===== config.mk =====
export PLATFORM = sky130hd
export DESIGN_NAME = battery_power_mode_controller_unit_flat
export DESIGN_NICKNAME = d
export VERILOG_FILES = /design/src/rtl/bpmc_pkg.sv /design/src/rtl/bpmc_channel_if.sv /design/src/rtl/battery_power_mode_controller_unit.sv /design/src/flat_wrapper.sv
export VERILOG_INCLUDE_DIRS = /design/src /design/src/rtl
export SDC_FILE = /design/constraint.sdc
export NUM_CORES = 2
export LEC_CHECK = 0
export ABC_AREA = 1
export BUFFER_PORTS_ARGS = -buffer_cell sky130_fd_sc_hd__buf_4
export CORE_ASPECT_RATIO = 1.5
export CORE_MARGIN = 5
export CORE_UTILIZATION = 50
export DETAILED_ROUTE_END_ITERATION = 12
export GPL_TIMING_DRIVEN = 0
export PLACE_DENSITY_LB_ADDON = 0.1
export RECOVER_POWER = 100
export SETUP_SLACK_MARGIN = 0.05
export SKIP_LAST_GASP = 1
export SYNTH_ARGS = -nofsm -noshare
export SYNTH_HDL_FRONTEND = slang
export SYNTH_SLANG_ARGS = --single-unit

===== constraint.sdc =====
create_clock -name clk -period 11.8 [get_ports clk]
set_input_delay 3.54 -clock clk [delete_from_list [all_inputs] [get_ports clk]]
set_output_delay 3.54 -clock clk [all_outputs]
set_load 0.02 [all_outputs]

===== src/rtl/assert_macros.svh =====
// Assertion helpers shared by the RTL files.
// Each macro expects signals named clk and rst_n where it is used.
`ifndef ASSERT_MACROS_SVH
`define ASSERT_MACROS_SVH

// The consequent must hold in the same cycle as the antecedent.
`define ASSERT_SAME(lbl, ante, cons) \
  lbl: assert property (@(posedge clk) disable iff (!rst_n) (ante) |-> (cons)) \
    else $error("assertion failed");

// The consequent must hold in the cycle after the antecedent.
`define ASSERT_NEXT(lbl, ante, cons) \
  lbl: assert property (@(posedge clk) disable iff (!rst_n) (ante) |=> (cons)) \
    else $error("assertion failed");

`endif


===== src/rtl/bpmc_pkg.sv =====
`timescale 1ns / 1ps
// ----------------------------------------------------------------------------
// Battery power-mode controller package
// Widths, register indexes, reset values, mode codes and the tracking record.
// ----------------------------------------------------------------------------
package bpmc_pkg;

  localparam int TIME_W      = 32;
  localparam int SAMPLE_W    = 16;
  localparam int NUM_SAMPLES = 7;
  localparam int MEDIAN_RANK = NUM_SAMPLES / 2;
  localparam int RANK_W      = $clog2(NUM_SAMPLES);
  localparam int CODE_W      = 15;
  localparam int GRACE_W     = 16;
  localparam int PERSIST_W   = 20;
  localparam int MODE_W      = 2;
  localparam int CFG_IDX_W   = 2;
  localparam int CFG_DATA_W  = 20;

  // Configuration register indexes.
  typedef enum logic [CFG_IDX_W-1:0] {
    CFG_CRIT_ENTER = 2'd0,
    CFG_CRIT_EXIT  = 2'd1,
    CFG_GRACE      = 2'd2,
    CFG_PERSIST    = 2'd3
  } cfg_idx_t;

  // Register reset values.
  localparam logic [CODE_W-1:0]    CRIT_ENTER_RST = 15'd16500;
  localparam logic [CODE_W-1:0]    CRIT_EXIT_RST  = 15'd17000;
  localparam logic [GRACE_W-1:0]   GRACE_RST      = 16'd1000;
  localparam logic [PERSIST_W-1:0] PERSIST_RST    = 20'd30000;

  // Power mode state, one-hot.
  typedef enum logic [2:0] {
    MODE_NORMAL   = 3'b001,
    MODE_SAVING   = 3'b010,
    MODE_CRITICAL = 3'b100
  } mode_t;

  // Mode codes as presented on the result channel.
  localparam logic [MODE_W-1:0] MODE_CODE_NORMAL   = 2'd0;
  localparam logic [MODE_W-1:0] MODE_CODE_SAVING   = 2'd1;
  localparam logic [MODE_W-1:0] MODE_CODE_CRITICAL = 2'd2;

  // Mode and time-accounting state.
  typedef struct packed {
    mode_t             mode;
    logic              entry_valid;
    logic [TIME_W-1:0] entry_time;
    logic [TIME_W-1:0] normal_total;
    logic [TIME_W-1:0] saving_total;
    logic [TIME_W-1:0] critical_total;
    logic [TIME_W-1:0] crit_start;
  } track_t;

  localparam track_t TRACK_RST = '{
    mode:           MODE_NORMAL,
    entry_valid:    1'b0,
    entry_time:     '0,
    normal_total:   '0,
    saving_total:   '0,
    critical_total: '0,
    crit_start:     '0
  };

endpackage


===== src/rtl/bpmc_channel_if.sv =====
`timescale 1ns / 1ps
// ----------------------------------------------------------------------------
// Battery power-mode controller channels
// Valid/ready interfaces for the tick input, the result output and the
// configuration write port.
// ----------------------------------------------------------------------------

// Supervision tick channel.
interface bpmc_in_if;
  logic                                 valid;
  logic                                 ready;
  logic        [bpmc_pkg::TIME_W-1:0]   now_ms;
  logic                                 power_good;
  logic                                 low_batt;
  logic signed [bpmc_pkg::SAMPLE_W-1:0] sample_a;
  logic signed [bpmc_pkg::SAMPLE_W-1:0] sample_b;
  logic signed [bpmc_pkg::SAMPLE_W-1:0] sample_c;
  logic signed [bpmc_pkg::SAMPLE_W-1:0] sample_d;
  logic signed [bpmc_pkg::SAMPLE_W-1:0] sample_e;
  logic signed [bpmc_pkg::SAMPLE_W-1:0] sample_f;
  logic signed [bpmc_pkg::SAMPLE_W-1:0] sample_g;

  modport source (
    output valid, now_ms, power_good, low_batt,
    output sample_a, sample_b, sample_c, sample_d, sample_e, sample_f, sample_g,
    input  ready
  );
  modport sink (
    input  valid, now_ms, power_good, low_batt,
    input  sample_a, sample_b, sample_c, sample_d, sample_e, sample_f, sample_g,
    output ready
  );
endinterface

// Result channel.
interface bpmc_out_if;
  logic                                 valid;
  logic                                 ready;
  logic        [bpmc_pkg::MODE_W-1:0]   mode;
  logic                                 mains_present;
  logic                                 deep_sleep_req;
  logic signed [bpmc_pkg::SAMPLE_W-1:0] median_code;
  logic        [bpmc_pkg::TIME_W-1:0]   time_normal_ms;
  logic        [bpmc_pkg::TIME_W-1:0]   time_saving_ms;
  logic        [bpmc_pkg::TIME_W-1:0]   time_critical_ms;

  modport source (
    output valid, mode, mains_present, deep_sleep_req, median_code,
    output time_normal_ms, time_saving_ms, time_critical_ms,
    input  ready
  );
  modport sink (
    input  valid, mode, mains_present, deep_sleep_req, median_code,
    input  time_normal_ms, time_saving_ms, time_critical_ms,
    output ready
  );
endinterface

// Configuration write channel.
interface bpmc_cfg_if;
  logic                              valid;
  logic                              ready;
  logic [bpmc_pkg::CFG_IDX_W-1:0]    index;
  logic [bpmc_pkg::CFG_DATA_W-1:0]   data;

  modport source (output valid, index, data, input ready);
  modport sink   (input valid, index, data, output ready);
endinterface


===== src/rtl/battery_power_mode_controller_unit.sv =====
`timescale 1ns / 1ps
// ----------------------------------------------------------------------------
// Battery power-mode controller
// Median filter, power-good debounce, three-mode supervisor with time
// accounting and deep-sleep request.
// ----------------------------------------------------------------------------
// The block accepts one supervision tick per clock cycle while the output is
// not stalled and presents one result for each tick: the tick is captured in an
// input register, and a single registered pass through the seven-way rank
// median and the mode logic loads the result register and the mode state at
// the same edge, so the mode state is always current for the next tick. A
// result waiting on a stalled output does not block input until the input
// register is also full. Configuration writes are taken at any time with
// ready held high and should be made while the block is idle. There is no
// clearing pass after reset.
`include "assert_macros.svh"

module battery_power_mode_controller_unit (
  input  logic         clk,
  input  logic         rst_n,
  bpmc_in_if.sink      in_if,
  bpmc_out_if.source   out_if,
  bpmc_cfg_if.sink     cfg_if
);

  localparam int TW = bpmc_pkg::TIME_W;
  localparam int SW = bpmc_pkg::SAMPLE_W;
  localparam int NS = bpmc_pkg::NUM_SAMPLES;

  // Configuration registers.
  logic [bpmc_pkg::CODE_W-1:0]    crit_enter_r;
  logic [bpmc_pkg::CODE_W-1:0]    crit_exit_r;
  logic [bpmc_pkg::GRACE_W-1:0]   grace_r;
  logic [bpmc_pkg::PERSIST_W-1:0] persist_r;

  // Input stage.
  logic                  s1_valid_r;
  logic [TW-1:0]         s1_now_r;
  logic                  s1_pg_r;
  logic                  s1_lb_r;
  logic signed [SW-1:0]  s1_samp_r [NS];

  // Supervisor state.
  bpmc_pkg::track_t      trk_r;
  bpmc_pkg::track_t      trk_nxt;
  logic                  mains_r;
  logic                  mains_nxt;
  logic [TW-1:0]         last_pg_r;
  logic [TW-1:0]         last_pg_nxt;

  // Result stage.
  logic                        out_valid_r;
  logic [bpmc_pkg::MODE_W-1:0] out_mode_r;
  logic [bpmc_pkg::MODE_W-1:0] out_mode_nxt;
  logic                        out_mains_r;
  logic                        out_sleep_r;
  logic                        out_sleep_nxt;
  logic signed [SW-1:0]        out_median_r;
  logic signed [SW-1:0]        median_nxt;
  logic [TW-1:0]               out_normal_r;
  logic [TW-1:0]               out_saving_r;
  logic [TW-1:0]               out_critical_r;

  // Handshake.
  logic advance;
  logic in_ready;
  logic s1_fire;

  assign advance  = !out_valid_r || out_if.ready;
  assign in_ready = !s1_valid_r || advance;
  assign s1_fire  = s1_valid_r && advance;

  assign in_if.ready  = in_ready;
  assign cfg_if.ready = 1'b1;

  // Account the span of the mode being left and enter the new mode.
  function automatic bpmc_pkg::track_t change_mode(input bpmc_pkg::track_t s,
                                                   input bpmc_pkg::mode_t  nxt,
                                                   input logic [TW-1:0]    now);
    bpmc_pkg::track_t r;
    logic [TW-1:0]    span;
    r    = s;
    span = now - s.entry_time;
    if (s.entry_valid) begin
      case (s.mode)
        bpmc_pkg::MODE_NORMAL: r.normal_total = s.normal_total + span;
        bpmc_pkg::MODE_SAVING: r.saving_total = s.saving_total + span;
        default:               r.critical_total = s.critical_total + span;
      endcase
    end
    r.entry_time  = now;
    r.entry_valid = 1'b1;
    r.mode        = nxt;
    if (nxt == bpmc_pkg::MODE_CRITICAL) begin
      r.crit_start = now;
    end
    return r;
  endfunction

  // Configuration writes.
  always_ff @(posedge clk) begin
    if (!rst_n) begin
      crit_enter_r <= bpmc_pkg::CRIT_ENTER_RST;
      crit_exit_r  <= bpmc_pkg::CRIT_EXIT_RST;
      grace_r      <= bpmc_pkg::GRACE_RST;
      persist_r    <= bpmc_pkg::PERSIST_RST;
    end else if (cfg_if.valid) begin
      case (bpmc_pkg::cfg_idx_t'(cfg_if.index))
        bpmc_pkg::CFG_CRIT_ENTER: crit_enter_r <= cfg_if.data[bpmc_pkg::CODE_W-1:0];
        bpmc_pkg::CFG_CRIT_EXIT:  crit_exit_r  <= cfg_if.data[bpmc_pkg::CODE_W-1:0];
        bpmc_pkg::CFG_GRACE:      grace_r      <= cfg_if.data[bpmc_pkg::GRACE_W-1:0];
        bpmc_pkg::CFG_PERSIST:    persist_r    <= cfg_if.data[bpmc_pkg::PERSIST_W-1:0];
        default: ;
      endcase
    end
  end

  // Input register: control part.
  always_ff @(posedge clk) begin
    if (!rst_n) begin
      s1_valid_r <= 1'b0;
    end else if (in_ready) begin
      s1_valid_r <= in_if.valid;
    end
  end

  // Input register: payload part.
  always_ff @(posedge clk) begin
    if (in_ready && in_if.valid) begin
      s1_now_r     <= in_if.now_ms;
      s1_pg_r      <= in_if.power_good;
      s1_lb_r      <= in_if.low_batt;
      s1_samp_r[0] <= in_if.sample_a;
      s1_samp_r[1] <= in_if.sample_b;
      s1_samp_r[2] <= in_if.sample_c;
      s1_samp_r[3] <= in_if.sample_d;
      s1_samp_r[4] <= in_if.sample_e;
      s1_samp_r[5] <= in_if.sample_f;
      s1_samp_r[6] <= in_if.sample_g;
    end
  end

  // Median by rank: ties are broken by position, so exactly one sample holds
  // the middle rank.
  always_comb begin
    logic [bpmc_pkg::RANK_W-1:0] rank;
    median_nxt = s1_samp_r[0];
    for (int i = 0; i < NS; i++) begin
      rank = '0;
      for (int j = 0; j < NS; j++) begin
        if ((s1_samp_r[j] < s1_samp_r[i]) || ((j < i) && (s1_samp_r[j] == s1_samp_r[i]))) begin
          rank = rank + 1'b1;
        end
      end
      if (rank == bpmc_pkg::RANK_W'(bpmc_pkg::MEDIAN_RANK)) begin
        median_nxt = s1_samp_r[i];
      end
    end
  end

  // Power-good debounce and mode machine.
  always_comb begin
    logic signed [SW-1:0] enter_thr;
    logic signed [SW-1:0] exit_thr;
    logic [TW-1:0]        since_pg;
    logic [TW-1:0]        crit_span;
    enter_thr   = signed'({1'b0, crit_enter_r});
    exit_thr    = signed'({1'b0, crit_exit_r});
    since_pg    = s1_now_r - last_pg_r;
    mains_nxt   = mains_r;
    last_pg_nxt = last_pg_r;
    if ((s1_pg_r != mains_r) && (since_pg > TW'(grace_r))) begin
      mains_nxt   = s1_pg_r;
      last_pg_nxt = s1_now_r;
    end

    trk_nxt = trk_r;
    if (!mains_nxt) begin
      case (trk_r.mode)
        bpmc_pkg::MODE_NORMAL: begin
          trk_nxt = change_mode(trk_nxt, bpmc_pkg::MODE_SAVING, s1_now_r);
        end
        bpmc_pkg::MODE_SAVING: begin
          if (median_nxt <= enter_thr) begin
            trk_nxt = change_mode(trk_nxt, bpmc_pkg::MODE_CRITICAL, s1_now_r);
          end
        end
        default: begin
          if (median_nxt >= exit_thr) begin
            trk_nxt = change_mode(trk_nxt, bpmc_pkg::MODE_SAVING, s1_now_r);
          end
        end
      endcase
      // Low battery forces critical while on battery.
      if (s1_lb_r && (trk_nxt.mode != bpmc_pkg::MODE_CRITICAL)) begin
        trk_nxt = change_mode(trk_nxt, bpmc_pkg::MODE_CRITICAL, s1_now_r);
      end
    end else if (trk_r.mode != bpmc_pkg::MODE_NORMAL) begin
      trk_nxt = change_mode(trk_nxt, bpmc_pkg::MODE_NORMAL, s1_now_r);
    end

    crit_span     = s1_now_r - trk_nxt.crit_start;
    out_sleep_nxt = (trk_nxt.mode == bpmc_pkg::MODE_CRITICAL) && !mains_nxt &&
                    (crit_span > TW'(persist_r));

    case (trk_nxt.mode)
      bpmc_pkg::MODE_NORMAL: out_mode_nxt = bpmc_pkg::MODE_CODE_NORMAL;
      bpmc_pkg::MODE_SAVING: out_mode_nxt = bpmc_pkg::MODE_CODE_SAVING;
      default:               out_mode_nxt = bpmc_pkg::MODE_CODE_CRITICAL;
    endcase
  end

  // Supervisor state update, one tick per pass.
  always_ff @(posedge clk) begin
    if (!rst_n) begin
      trk_r     <= bpmc_pkg::TRACK_RST;
      mains_r   <= 1'b1;
      last_pg_r <= '0;
    end else if (s1_fire) begin
      trk_r     <= trk_nxt;
      mains_r   <= mains_nxt;
      last_pg_r <= last_pg_nxt;
    end
  end

  // Result register: control part.
  always_ff @(posedge clk) begin
    if (!rst_n) begin
      out_valid_r <= 1'b0;
    end else if (advance) begin
      out_valid_r <= s1_valid_r;
    end
  end

  // Result register: payload part.
  always_ff @(posedge clk) begin
    if (s1_fire) begin
      out_mode_r     <= out_mode_nxt;
      out_mains_r    <= mains_nxt;
      out_sleep_r    <= out_sleep_nxt;
      out_median_r   <= median_nxt;
      out_normal_r   <= trk_nxt.normal_total;
      out_saving_r   <= trk_nxt.saving_total;
      out_critical_r <= trk_nxt.critical_total;
    end
  end

  assign out_if.valid            = out_valid_r;
  assign out_if.mode             = out_mode_r;
  assign out_if.mains_present    = out_mains_r;
  assign out_if.deep_sleep_req   = out_sleep_r;
  assign out_if.median_code      = out_median_r;
  assign out_if.time_normal_ms   = out_normal_r;
  assign out_if.time_saving_ms   = out_saving_r;
  assign out_if.time_critical_ms = out_critical_r;

  // Checks on the block's own logic.
  `ASSERT_SAME(a_mode_onehot, 1'b1, $onehot(trk_r.mode))
  `ASSERT_SAME(a_sleep_only_crit_batt, out_valid_r && out_sleep_r,
               (out_mode_r == bpmc_pkg::MODE_CODE_CRITICAL) && !out_mains_r)
  `ASSERT_SAME(a_mains_means_normal, out_valid_r && out_mains_r,
               out_mode_r == bpmc_pkg::MODE_CODE_NORMAL)
  `ASSERT_NEXT(a_tick_held_on_stall, s1_valid_r && !advance, s1_valid_r && $stable(s1_now_r))

endmodule

===== src/flat_wrapper.sv =====
// flat-port wrapper written by rule: the top's interface ports become plain ports
module battery_power_mode_controller_unit_flat 
  (clk, rst_n, in_if_valid, in_if_now_ms, in_if_power_good, in_if_low_batt, in_if_sample_a, in_if_sample_b, in_if_sample_c, in_if_sample_d, in_if_sample_e, in_if_sample_f, in_if_sample_g, in_if_ready, out_if_valid, out_if_mode, out_if_mains_present, out_if_deep_sleep_req, out_if_median_code, out_if_time_normal_ms, out_if_time_saving_ms, out_if_time_critical_ms, out_if_ready, cfg_if_valid, cfg_if_index, cfg_if_data, cfg_if_ready);
  bpmc_in_if in_if_i ();
  bpmc_out_if out_if_i ();
  bpmc_cfg_if cfg_if_i ();
  input  logic clk;
  input  logic rst_n;
  input wire logic [$bits(in_if_i.valid)-1:0] in_if_valid;
  input wire logic [$bits(in_if_i.now_ms)-1:0] in_if_now_ms;
  input wire logic [$bits(in_if_i.power_good)-1:0] in_if_power_good;
  input wire logic [$bits(in_if_i.low_batt)-1:0] in_if_low_batt;
  input wire logic [$bits(in_if_i.sample_a)-1:0] in_if_sample_a;
  input wire logic [$bits(in_if_i.sample_b)-1:0] in_if_sample_b;
  input wire logic [$bits(in_if_i.sample_c)-1:0] in_if_sample_c;
  input wire logic [$bits(in_if_i.sample_d)-1:0] in_if_sample_d;
  input wire logic [$bits(in_if_i.sample_e)-1:0] in_if_sample_e;
  input wire logic [$bits(in_if_i.sample_f)-1:0] in_if_sample_f;
  input wire logic [$bits(in_if_i.sample_g)-1:0] in_if_sample_g;
  output wire logic [$bits(in_if_i.ready)-1:0] in_if_ready;
  output wire logic [$bits(out_if_i.valid)-1:0] out_if_valid;
  output wire logic [$bits(out_if_i.mode)-1:0] out_if_mode;
  output wire logic [$bits(out_if_i.mains_present)-1:0] out_if_mains_present;
  output wire logic [$bits(out_if_i.deep_sleep_req)-1:0] out_if_deep_sleep_req;
  output wire logic [$bits(out_if_i.median_code)-1:0] out_if_median_code;
  output wire logic [$bits(out_if_i.time_normal_ms)-1:0] out_if_time_normal_ms;
  output wire logic [$bits(out_if_i.time_saving_ms)-1:0] out_if_time_saving_ms;
  output wire logic [$bits(out_if_i.time_critical_ms)-1:0] out_if_time_critical_ms;
  input wire logic [$bits(out_if_i.ready)-1:0] out_if_ready;
  input wire logic [$bits(cfg_if_i.valid)-1:0] cfg_if_valid;
  input wire logic [$bits(cfg_if_i.index)-1:0] cfg_if_index;
  input wire logic [$bits(cfg_if_i.data)-1:0] cfg_if_data;
  output wire logic [$bits(cfg_if_i.ready)-1:0] cfg_if_ready;
  assign in_if_i.valid = in_if_valid;
  assign in_if_i.now_ms = in_if_now_ms;
  assign in_if_i.power_good = in_if_power_good;
  assign in_if_i.low_batt = in_if_low_batt;
  assign in_if_i.sample_a = in_if_sample_a;
  assign in_if_i.sample_b = in_if_sample_b;
  assign in_if_i.sample_c = in_if_sample_c;
  assign in_if_i.sample_d = in_if_sample_d;
  assign in_if_i.sample_e = in_if_sample_e;
  assign in_if_i.sample_f = in_if_sample_f;
  assign in_if_i.sample_g = in_if_sample_g;
  assign in_if_ready = in_if_i.ready;
  assign out_if_valid = out_if_i.valid;
  assign out_if_mode = out_if_i.mode;
  assign out_if_mains_present = out_if_i.mains_present;
  assign out_if_deep_sleep_req = out_if_i.deep_sleep_req;
  assign out_if_median_code = out_if_i.median_code;
  assign out_if_time_normal_ms = out_if_i.time_normal_ms;
  assign out_if_time_saving_ms = out_if_i.time_saving_ms;
  assign out_if_time_critical_ms = out_if_i.time_critical_ms;
  assign out_if_i.ready = out_if_ready;
  assign cfg_if_i.valid = cfg_if_valid;
  assign cfg_if_i.index = cfg_if_index;
  assign cfg_if_i.data = cfg_if_data;
  assign cfg_if_ready = cfg_if_i.ready;
  battery_power_mode_controller_unit u_core (.clk(clk), .rst_n(rst_n), .in_if(in_if_i), .out_if(out_if_i), .cfg_if(cfg_if_i));
endmodule

# ---- Yosys cells after proc, flatten, opt, wreduce, memory -nomap -nowiden
# Memory sizes are Yosys's and may differ from the RTL's.
# Index checks and enable logic that the tools add are counted.
dict set report word_totals {
  reg_bits 415
  ram_bits 112
  in_bits 173
  out_inout_bits 119
  word_cells 270
  mem_count 1
}
# memory depth word_bits rd rd_clocked_by_memory_dff write_ports line_no
set memory_table {}
lappend memory_table {u_core.s1_samp_r 7 16 7 0 7 battery_power_mode_controller_unit.sv:41} ;# logic signed [SW-1:0] s1_samp_r [NS];
dict set report op_classes {
  n_addsub 46
  order_cmp 46
  n_eq_ne 41
  n_mux 70
  n_reduce_logical 41
}
# op count
set ops {}
lappend ops {{$mux W164} 6}
lappend ops {{$lt A16 B16 Y1} 42}
lappend ops {{$eq A16 B16 Y1} 21}
lappend ops {{$pmux W164 S2} 1}
lappend ops {{$mux W96} 3}
lappend ops {{$mux W32} 7}
lappend ops {{$add A32 B32 Y32} 6}
lappend ops {{$sub A32 B32 Y32} 4}
lappend ops {{$mux W3} 36}
lappend ops {{$mux W16} 6}
lappend ops {{$add A3 B1 Y3 const B} 30}
lappend ops {{$mux W64} 1}
lappend ops {{$gt A32 B16 Y1} 1}
lappend ops {{$gt A32 B20 Y1} 1}
lappend ops {{$eq A3 B2 Y1 const B} 9}
lappend ops {{$logic_or A1 B1 Y1} 23}
lappend ops {{$ge A16 B16 Y1} 1}
lappend ops {{$le A16 B16 Y1} 1}
lappend ops {{$add A1 B1 Y2 const B} 6}
lappend ops {{$reduce_and A2 Y1} 6}
lappend ops {{$eq A3 B1 Y1 const B} 3}
lappend ops {{$mux W1} 9}
lappend ops {{$logic_and A1 B1 Y1} 6}
lappend ops {{$eq A2 B2 Y1 const B} 2}
lappend ops {{10 further kinds} 13}

# ---- Depth between registers and ports, before layout
# An unclocked memory read counts as a cell.
dict set report depth {
  word_depth 36
  ltp_mapped 98
  depth_no_buf 96
}

# ---- Worst setup path after synthesis
# No wires, ideal clock.
dict set report synth_timing {
  kind {register to register}
  start {mem u_core.s1_samp_r[0][3] (netlist name)}
  end {reg u_core.out_saving_r[29], in the netlist u_core.out_if.time_saving_ms[29] (data pin)}
  arrival_time_ps 11407
  setup_slack_ps 121
  path_stages_with_launch 79
  path_cell_list {edfxtp_1 ha_1 nand2_1 inv_1 nand2_1 o211a_1 o21a_1 o21ai_0 a211o_1 a2111o_1 and3_1 inv_1 ha_1 or2_2 nand2_1 inv_1 ha_1 or2_0 [43 not listed] nand3_1 nand2_1 xor2_1 ha_1 a21oi_1 o21ai_0 a21o_1 a21boi_0 o21ai_0 a21boi_0 o21ai_0 a21oi_1 nor2_1 nor2_1 xor2_1 nand2_1 o21ai_0 o21ai_1}
}
# element line_no
set synth_lines {}
lappend synth_lines {{start: declaration} battery_power_mode_controller_unit.sv:41}
lappend synth_lines {{end signal: assignment} battery_power_mode_controller_unit.sv:243} ;# out_saving_r <= trk_nxt.saving_total;
lappend synth_lines {{end: declaration} battery_power_mode_controller_unit.sv:61} ;# logic [TW-1:0] out_saving_r;

==> results.yml <==
setup_path:
  worst_setup_path_start_kind: "flop"
  crit_path_start: "u_core.s1_samp_r[6][15]$_DFFE_PP_"
  timing.critical_path.arrival_ns: 13.38
  timing.critical_path.mode_cell: "nand2_1"
  crit_type: "reg2reg"
  r2r_cells: 71
  r2r-end: "u_core.out_if.deep_sleep_req$_DFFE_PP_"
  crit_path_max_fanout: 10
  cp-end-kind: "flop"
  r2r-start: "u_core.s1_samp_r[6][15]$_DFFE_PP_"
  cp_data_required_time_ns: 12.19
  rrSetupSlack_ns: -1.19
  slowest_stage: "nor4_4"
  max_stage_delay_ns: 0.54
synth:
  ys_seq_area_frac: 0.284
  yosys_warnings: 0
  syn_avg_cell_area_um2: 7.39
  ys.flop_type: "dfxtp_1"
  syn_nets: 7179
  async_flop_share: 0
  synth_edf_count: 262
  synth_area_leaders: "ha_1, edfxtp_1, dfxtp_1"
  syn_inst: 6285
  synth_top_area_share: 0.192
  ys_seq_elements: 527
  synth_top_area_cell: "ha_1"
  synth_area_um2: 46400
  yosysUniqueCellTypes: 63
power:
  leakage_uw: 0.0261
  powerDensity_nw_per_um2: 234
  worst_ir_drop_vdd_v: 0.000156
die:
  die_area_um2: 99200
  start_util: 0.502
  ios: 292
  coreArea_um2: 92600
  fp.dieW_um: 259
  num_rows: 137
  die_h_um: 383
sta:
  fin_crit_ns: 12.99
  slew_headroom: -2.60
  max_freq_mhz: 77.0
  hold-worst-slack_ns: 0.457
  max_slew.worst_pin.slew_ns: 5.40
  hold_viol: 0
  setup_viol: 68
  layout_setup_ws_ns: -1.19
  rsz0062_at_grt: "true"
  fin_skew_ns: 0.0293
  maxSlewViolCount: 216
  period_share: 1.10
clock_network:
  cts.path.max_buffers: 3
  clock_sinks: 527
  cts_max_level: 2
  cts_root_buf: "clkbuf_16"
  cts_tree: "yes"
  hold_buffers: 0
  clkLatencyLatePin_ns: 0.67
  path_clk_slew_ns: 0.07
  cts_buffers: 55
routing:
  drt_iter0_drc: 2898
  ant_nets: 0
  dr_total_vias: 46700
  viasPerCell: 5.79
  drc_errors: 0
  first_pass_iters: 6
  wirelength_um: 194000
  wire_per_inst_um: 24.0
grt:
  grt_max_degree: 105
  grt_pass1_vias: 46400
  antenna_found_initial: 8
  grt_use_total: 0.374
  grt_overflow_total: 0
  grt_pass1_wl_um: 277000
finish:
  final_cells: 8075
  layout_common_cells: "nand2_1, inv_1, a21oi_1"
  nNetsFinal: 7735
  synthToLayoutAreaGrowth_pct: 21.5
  layout_commonest_cell: "nand2_1"
  drive_above_1_share: 0.143
  utilization: 0.609
run_status:
  violations: "max-capacitance violations, max-slew violations, negative setup slack"
  status: "complete, but fails checks"
job:
  maxCapViolCount: 4
hold_path:
  hold_path.class: "reg2reg"
  hp-start: "u_core.last_pg_r[0]$_SDFFE_PN0P_"
  worstHoldEndpoint: "u_core.last_pg_r[0]$_SDFFE_PN0P_"
  whs_path_depth: 2
placed_design:
  dp_hpwl_um: 155000
  portBuffers: 290
  gp_congestion: 1.05
  detailedPlace.worstSlack_ns: -5.74
  place_inst: 7760
==> repair_timing <==
item,CTS,global route
setup endpoints to repair,152,107
resized for setup,464,271
cloned,2,0
pin swaps,177,226
setup buffers,141,72
==> worst max-delay path by stage <==
stage / to
final: u_core.out_if.deep_sleep_req$_DFFE_PP_
after floorplan: u_core.out_if.time_saving_ms[29]$_DFFE_PP_
after global placement: u_core.out_if.deep_sleep_req$_DFFE_PP_
after detailed placement: u_core.out_if.deep_sleep_req$_DFFE_PP_
after global routing: u_core.out_if.time_saving_ms[31]$_DFFE_PP_
after CTS: u_core.out_if.time_saving_ms[31]$_DFFE_PP_
==> layer usage <==
metal / part of all wire / up-vias / wire length [µm] / GRT usage
met5: 0.000046 / - / 9 / 0
met1: 0.30 / 21600 / 59000 / 0.315
met3: 0.043 / 896 / 8290 / 0.0488
li1: - / 22600 / - / -
met4: 0.15 / 2 / 28700 / 0.427
met2: 0.51 / 1658 / 97900 / 0.695
==> report_power, final <==
part / switching [µW] / internal (µW) / total [µW]
clock: 838 / 1030 / 1870
combinational: 5400 / 3660 / 9060
sequential: 118 / 2150 / 2270
==> layout make-up <==
cell class,instances,area [µm²]
Multi-Input combinational cell,4681,31900
Sequential cell,527,13200
Tap cell,1181,1480
Clock inverter,37,414
Timing Repair Buffer,498,3520
Fill cell,8740,36100
Inverter,890,3370
Clock buffer,65,1440
Antenna cell,8,20.0
Buffer,188,1140
==> critical path, delay by kind of cell (launching register included) <==
kind | cells | cell delay [ns]
and+or+nand+nor | 35 | 5.20
adders and majority gates | 9 | 2.64
AOI/OAI and AO/OA | 13 | 2.51
buffers and inverters | 11 | 1.34
xor gates and xnor gates | 3 | 0.56
DFF | 1 | 0.43
==> cell families (layout without fill, tap and decap cells) <==
group	after synthesis	count (layout)	synth area share
DFF	527	527	0.284
xor gates and xnor gates	270	270	0.0509
adders and majority gates	721	721	0.196
and+or+nand+nor	1911	1912	0.171
buffers and inverters	1078	1678	0.0895
AOI/OAI and AO/OA	1777	1777	0.209
other	1	9	0.0000808
==> state kept, by name, indices dropped and copies added, names as in the netlist <==
signal                          count
u_core.grace_r                     16
u_core.s1_now_r                    32
u_core.out_if.median_code          16
u_core.s1_valid_r                   1
u_core.out_if.mains_present         1
u_core.trk_r                      164
u_core.s1_samp_r                  112
u_core.out_if.deep_sleep_req        1
u_core.crit_exit_r                 15
u_core.mains_r                      1
u_core.out_if.time_normal_ms       32
u_core.crit_enter_r                15
u_core.s1_lb_r                      1
u_core.out_if.mode                  2
u_core.out_if.valid                 1
u_core.out_if.time_critical_ms     32
u_core.s1_pg_r                      1
u_core.persist_r                   20
u_core.out_if.time_saving_ms       32
u_core.last_pg_r                   32
==> synth_stat cells, types with 5 or more instances <==
| cell type | n |
|---|---|
| nand3_1 | 218 |
| a211oi_1 | 19 |
| nor2_1 | 296 |
| nand2_2 | 8 |
| o31ai_1 | 6 |
| nand4_1 | 64 |
| edfxtp_1 | 262 |
| o211ai_1 | 96 |
| a221oi_1 | 10 |
| buf_2 | 22 |
| xnor2_1 | 97 |
| o21a_1 | 19 |
| nor3_1 | 47 |
| ha_1 | 712 |
| o21ai_1 | 143 |
| xor2_1 | 173 |
| o22ai_1 | 27 |
| nand2_1 | 1204 |
| a21o_1 | 18 |
| a21boi_0 | 25 |
| buf_4 | 8 |
| nand3b_1 | 9 |
| dfxtp_1 | 265 |
| a31oi_1 | 53 |
| fa_1 | 9 |
| inv_1 | 880 |
| buf_6 | 7 |
| buf_1 | 12 |
| clkbuf_1 | 139 |
| or2_2 | 21 |
| o21bai_1 | 30 |
| or2_1 | 5 |
| a21oi_1 | 722 |
| nor3b_1 | 5 |
| o221ai_1 | 10 |
| inv_2 | 8 |
| o21ai_0 | 573 |
| nor4_1 | 14 |
==> stage by stage <==
| stage | instance area, µm² | TNS, ns | power (µW) |
|---|---|---|---|
| 2_1_floorplan | 46400 | 0 | 6680 |
| 3_3_place_gp | 50100 | -431.94 | 8610 |
| 3_5_place_dp | 50200 | -437.51 | 8690 |
| 4_1_cts | 55300 | -46.28 | 12200 |
| 5_1_grt | 56400 | -63.01 | 13900 |
| 6_report | 56400 | -39.21 | 13200 |
No activity file was read; power rests on OpenSTA's default activity.
